$ cat src/tbpr_pkg.sv
`timescale 1ns / 1ps
// ----------------------------------------------------------------------------
// tbpr_pkg
// Shared types and constants for the background tile pixel renderer.
// ----------------------------------------------------------------------------
package tbpr_pkg;

  localparam int SCREEN_WIDTH  = 256;
  localparam int SCREEN_HEIGHT = 240;

  localparam int VMEM_DEPTH = 16384;
  localparam int VMEM_AW    = 14;
  localparam int VMEM_DW    = 8;

  localparam int CFG_INDEX_W = 1;
  localparam int CFG_DATA_W  = 2;

  // configuration register indexes
  localparam logic [CFG_INDEX_W-1:0] CFG_NAMETABLE_SELECT  = 1'd0;
  localparam logic [CFG_INDEX_W-1:0] CFG_BACKGROUND_SELECT = 1'd1;

  // item modes
  localparam logic MODE_WRITE  = 1'b0;
  localparam logic MODE_RENDER = 1'b1;

  // fixed address fields
  localparam logic [1:0] NT_ORIGIN_TOP = 2'b10;    // 0x2000
  localparam logic [3:0] ATTR_ROW      = 4'b1111;  // 0x3c0 within a nametable
  localparam logic [9:0] PAL_PAGE      = 10'h3f0;  // 0x3f00 >> 4
  localparam logic [5:0] COLOR_MASK    = 6'h3f;

  typedef struct packed {
    logic               we;
    logic [VMEM_AW-1:0] addr;
    logic [VMEM_DW-1:0] wdata;
  } mem_req_t;

endpackage

$ cat src/tbpr_fetch.sv
`timescale 1ns / 1ps
// ----------------------------------------------------------------------------
// tbpr_fetch
// Fetch sequencer: issues nametable/attribute, pattern lo/hi and palette
// reads over the two memory copies, and mirrors writes into both.
// ----------------------------------------------------------------------------
module tbpr_fetch (
  input  logic                      clk,
  input  logic                      rst,
  input  logic                      start,
  input  logic                      mode,
  input  logic [13:0]               mem_address,
  input  logic [7:0]                mem_data,
  input  logic [7:0]                pixel_x,
  input  logic [7:0]                pixel_y,
  input  logic [1:0]                nametable_select,
  input  logic                      background_table_select,
  input  logic [7:0]                rdata_a,
  input  logic [7:0]                rdata_b,
  output logic                      busy,
  output logic                      pal_pending,
  output tbpr_pkg::mem_req_t        req_a,
  output tbpr_pkg::mem_req_t        req_b
);

  import tbpr_pkg::*;

  logic       accept;
  logic       render_go;
  logic       write_go;

  // stage 1: nametable and attribute reads in flight
  logic       v1;
  logic [2:0] s1_fx;
  logic [2:0] s1_fy;
  logic [1:0] s1_quad;
  // stage 2: pattern reads in flight
  logic       v2;
  logic [2:0] s2_fx;
  logic [1:0] s2_group;
  // stage 3: palette read in flight
  logic       v3;

  logic [1:0]          group_sel;
  logic [1:0]          pix_value;
  logic [2:0]          bit_sel;
  logic [VMEM_AW-1:0]  nt_addr;
  logic [VMEM_AW-1:0]  attr_addr;
  logic [VMEM_AW-1:0]  pat_lo_addr;
  logic [VMEM_AW-1:0]  pat_hi_addr;
  logic [VMEM_AW-1:0]  pal_addr;

  assign busy        = v1 | v2;
  assign pal_pending = v3;
  assign accept      = start & ~busy;
  assign render_go   = accept & (mode == MODE_RENDER);
  assign write_go    = accept & (mode == MODE_WRITE);

  assign nt_addr   = {NT_ORIGIN_TOP, nametable_select, pixel_y[7:3], pixel_x[7:3]};
  assign attr_addr = {NT_ORIGIN_TOP, nametable_select, ATTR_ROW, pixel_y[7:5], pixel_x[7:5]};

  assign pat_lo_addr = {1'b0, background_table_select, rdata_a, 1'b0, s1_fy};
  assign pat_hi_addr = {1'b0, background_table_select, rdata_a, 1'b1, s1_fy};

  assign group_sel = rdata_b[{s1_quad, 1'b0} +: 2];

  assign bit_sel   = ~s2_fx;  // 7 - fine x
  assign pix_value = {rdata_b[bit_sel], rdata_a[bit_sel]};
  assign pal_addr  = (pix_value == 2'd0) ? {PAL_PAGE, 4'd0}
                                         : {PAL_PAGE, s2_group, pix_value};

  always_comb begin
    req_a = '0;
    req_b = '0;
    if (write_go) begin
      req_a.we    = 1'b1;
      req_a.addr  = mem_address;
      req_a.wdata = mem_data;
      req_b.we    = 1'b1;
      req_b.addr  = mem_address;
      req_b.wdata = mem_data;
    end else if (render_go) begin
      req_a.addr = nt_addr;
      req_b.addr = attr_addr;
    end else if (v1) begin
      req_a.addr = pat_lo_addr;
      req_b.addr = pat_hi_addr;
    end else if (v2) begin
      req_a.addr = pal_addr;
    end
  end

  always_ff @(posedge clk) begin
    if (rst) begin
      v1 <= 1'b0;
      v2 <= 1'b0;
      v3 <= 1'b0;
    end else begin
      v1 <= render_go;
      v2 <= v1;
      v3 <= v2;
    end
  end

  always_ff @(posedge clk) begin
    if (render_go) begin
      s1_fx   <= pixel_x[2:0];
      s1_fy   <= pixel_y[2:0];
      s1_quad <= {pixel_y[4], pixel_x[4]};
    end
    if (v1) begin
      s2_fx    <= s1_fx;
      s2_group <= group_sel;
    end
  end

`ifndef NO_ASSERTIONS
  a_stage_onehot: assert property (@(posedge clk) disable iff (rst)
    $onehot0({v1, v2, v3}))
    else $error("more than one render stage active");

  a_render_enters: assert property (@(posedge clk) disable iff (rst)
    render_go |=> v1 && !v2)
    else $error("accepted render did not enter stage 1");

  a_stage_advance: assert property (@(posedge clk) disable iff (rst)
    v1 |=> v2 && !v1)
    else $error("stage 1 did not advance");

  a_write_mirrored: assert property (@(posedge clk) disable iff (rst)
    (req_a.we || req_b.we) |-> (req_a.we && req_b.we && req_a.addr == req_b.addr
                                && req_a.wdata == req_b.wdata))
    else $error("memory copies written differently");

  a_no_write_in_flight: assert property (@(posedge clk) disable iff (rst)
    (v1 || v2) |-> !req_a.we)
    else $error("write issued while render reads in flight");
`endif

endmodule

$ cat config.mk
export PLATFORM = sky130hd
export DESIGN_NAME = tbpr_fetch
export DESIGN_NICKNAME = d
export VERILOG_FILES = /design/src/tbpr_pkg.sv /design/src/tbpr_fetch.sv
export SDC_FILE = /design/constraint.sdc
export NUM_CORES = 1
export LEC_CHECK = 0
export CORE_MARGIN = 5
export CORE_UTILIZATION = 60
export CTS_BUF_LIST = sky130_fd_sc_hd__clkbuf_4 sky130_fd_sc_hd__clkbuf_8 sky130_fd_sc_hd__clkbuf_16
export DETAILED_ROUTE_END_ITERATION = 10
export DONT_BUFFER_PORTS = 1
export HOLD_SLACK_MARGIN = 0.15
export PLACE_DENSITY_LB_ADDON = 0.12
export SKIP_LAST_GASP = 1
export SLEW_MARGIN = 20
export SYNTH_ARGS = -nofsm -noshare
export SYNTH_HDL_FRONTEND = slang
export SYNTH_SLANG_ARGS = --single-unit
$ cat constraint.sdc
create_clock -name clk -period 3.9 [get_ports clk]
set_input_delay 0.585 -clock clk [delete_from_list [all_inputs] [get_ports clk]]
set_output_delay 0.585 -clock clk [all_outputs]
set_load 0.005 [all_outputs]
==> impl_metrics.tcl <==
set metrics [dict create \
    cts_buffers 3 \
    p_per_area_nw_per_um2 297 \
    start_kind "flip-flop" \
    p_total_uw 361 \
    drt_iter0_drc 48 \
    place_inst 146 \
    wl_per_cell_um 22.8 \
    path_clk_slew_ns 0.09 \
    ir_worst_vdd_v 0.000238 \
    grt_pass1_vias 1004 \
    vias 1005 \
    arrival_ns 2.15 \
    rows 16 \
    crit_path_end_kind "output pin" \
    drt-pass1-iter-count 4 \
    gp_congestion 0.863 \
    track_usage_pct 21.2 \
    period_share_pct 70.1 \
    drt.antenna.violating_nets 0 \
    grt_setup_unrepaired "false" \
    grt_pass1_wl_um 5240 \
    fmax_mhz 366 \
    p_sw_share_pct 27.5 \
    cp_slowest_cell "or3b_2" \
    drv_slew 0 \
    seqPwrFrac_pct 55.0 \
    clkLatencyLatePin_ns 0.28 \
    antenna_found_initial 0 \
    synth_fa_ha_area_share_pct 0 \
    syn_to_final_growth_pct -2.81 \
    intPower_uw 262 \
    setup_slack_ns 1.16 \
    worstPathMaxFanout 28 \
    cts_tree "built" \
    tns_ns 0 \
    tightest_slew_ns 0.886 \
    postSynthCellCount 135 \
    synth_nets 196 \
    drive_gt1_share_pct 10.6 \
    crit_chain "or3b_2 > o21ai_0 > o21a_1" \
    ys_seq_elements 16 \
    final_cells 150 \
    die_area_um2 3090 \
    wirelength_um 3420 \
    drv_cap 0 \
    fin_skew_ns 0.000783 \
    post_cts_buffers 0 \
    crit_family "simple AND/OR/NAND/NOR gates" \
    post-dp-hpwl_um 2750 \
    diodes 0 \
    setup_viol 0 \
    hold_viol 0 \
    grt_remaining_overflow 0 \
    p_leak_nw 0.470 \
    worstSetupPathType "reg2out" \
    power.switching_uw 99.0 \
    clockBufferDepth 2 \
    drc 0 \
    hold_class "in2reg" \
    grt_max_degree 29 \
    final_area_um2 1210 \
    comb_power_share_pct 20.9 \
    pwr-share-clk_pct 24.2 \
    chipHeight_um 55.6 \
    die_x_um 55.6 \
    syn_area_um2 1250 \
    slew_headroom_pct 40.8 \
    pre_cts_ws_ns 1.48 \
    avgSynthCellArea_um2 9.25 \
    synth_compound_area_share_pct 20.1 \
    htree_levels 1 \
    cts-root-buf "clkbuf_4" \
    synthXorXnorAreaFrac_pct 0 \
    synth_top_family_by_area "compound AO/OA/AOI/OAI gates" \
    nets 185 \
    yosysUniqueCellTypes 29 \
    synthSimpleGateAreaFrac_pct 17.7 \
    critPathBufInv 0 \
    ctsHoldBuffers 0 \
    io_pins 109 \
    outcome "finished clean" \
    crit_required_ns 3.31 \
    max_stage_delay_ns 0.72 \
    ctsResizeCount 0 \
    period_needed_ns 2.74 \
    seq_area_frac_synth_pct 36.1 \
    yosys_warnings 0 \
    vias_per_cell 6.70 \
    placed_area_um2 1190 \
    core_um2 1980 \
    muxShareOfSynthArea_pct 16.3 \
    initial_utilization_pct 63.0 \
    cts.sinks 16 \
    port_buffers 0 \
]
==> metal layers <==
metal	GRT usage [%]	share of wire (%)
met1	26.7	39
met4	4.86	0.79
met3	8.12	11
met2	34.5	49
met5	0	0
==> final timing paths <==
kind | startpoint | endpoint | slack [ns] | cells after the start
min reg2reg | s1_fx[2] | s2_fx[2] | 0.45 | 0
max reg2reg | v1 | s1_fx[2] | 2.05 | 4
max | v1 | req_a[14] | 1.16 | 3
min | rst | v2 | 0.36 | 1
==> worst reg2reg max path, cell delays in order, from the launching register on <==
cell and delay (ns):
dfxtp_1 0.61, nor3b_2 0.32, buf_4 0.23, nand2_1 0.12
inv_1 0.26
==> cell usage after synthesis, drive strengths merged <==
cell type | n | area share, %
mux2i | 2 | 1.6
a32o | 1 | 0.80
edfxtp | 13 | 31
or2 | 1 | 0.50
mux2 | 3 | 2.7
a21boi | 2 | 1.2
a22o | 1 | 0.70
nor2b | 6 | 3.0
inv | 5 | 1.5
o21ai | 17 | 6.8
nor2 | 13 | 3.9
o22a | 1 | 0.70
o221ai | 2 | 1.4
and3 | 8 | 4.0
nor3b | 1 | 1.0
o21a | 3 | 1.8
nand2 | 12 | 3.6
a21oi | 12 | 4.8
nand2b | 2 | 1.0
dfxtp | 3 | 4.8
buf | 13 | 7.0
a211oi | 2 | 1.2
or3b | 1 | 0.70
clkbuf | 4 | 1.2
mux4 | 6 | 12
a31o | 1 | 0.70
==> layout make-up <==
| class | count | area (µm²) |
|---|---|---|
| clock buffers | 3 | 22.5 |
| well taps | 27 | 33.8 |
| flip-flops and latches | 16 | 450 |
| clock inverters | 1 | 3.75 |
| multi-input cells | 97 | 677 |
| repair buffers | 1 | 7.51 |
| fillers | 175 | 768 |
| inverters | 5 | 18.8 |
==> through the flow <==
step,utilization [%],hold slack [ns]
after global routing,61.2,0.337
after global placement,59.9,0.418
after detailed placement,59.9,0.431
after CTS,61.2,0.360
after floorplan,-,0.400
final,61.2,0.363
==> cell families (layout without fill, tap and decap cells) <==
group	Yosys count	count (layout)
compound gates	42	42
buf+inv	22	10
flops	16	16
mux	11	11
simple gates	44	44
==> registers in the layout, summed over array words and instances (netlist names) <==
signal	cells
s2_fx	3
v1	1
s2_group	2
s1_quad	2
v2	1
pal_pending	1
s1_fx	3
s1_fy	3
==> cells in the final DEF (no fill, tap or decap), types with 2 or more instances in the layout <==
cell type,synthesis,final
clkbuf_4,0,3
mux2_2,3,3
a21oi_1,12,12
mux2i_1,2,2
inv_1,5,5
nand2b_1,2,2
nor2_1,13,13
nor2b_1,6,6
a21boi_0,2,2
nand2_1,12,12
o21ai_0,17,17
o21a_1,3,3
o221ai_1,2,2
a211oi_1,2,2
mux4_2,2,2
and3_1,8,8
edfxtp_1,13,13
dfxtp_1,3,3
mux4_1,4,4
==> power groups by stage <==
stage	clock [mW]	sequential [mW]	combinational [mW]
after floorplan	0	0.199	0.0722
after global placement	0	0.202	0.0741
after detailed placement	0	0.202	0.0756
after CTS	0.0895	0.198	0.0759
after global routing	0.0998	0.199	0.0842
final	0.0871	0.198	0.0752
Note: power is estimated with default switching activity, not from simulation.
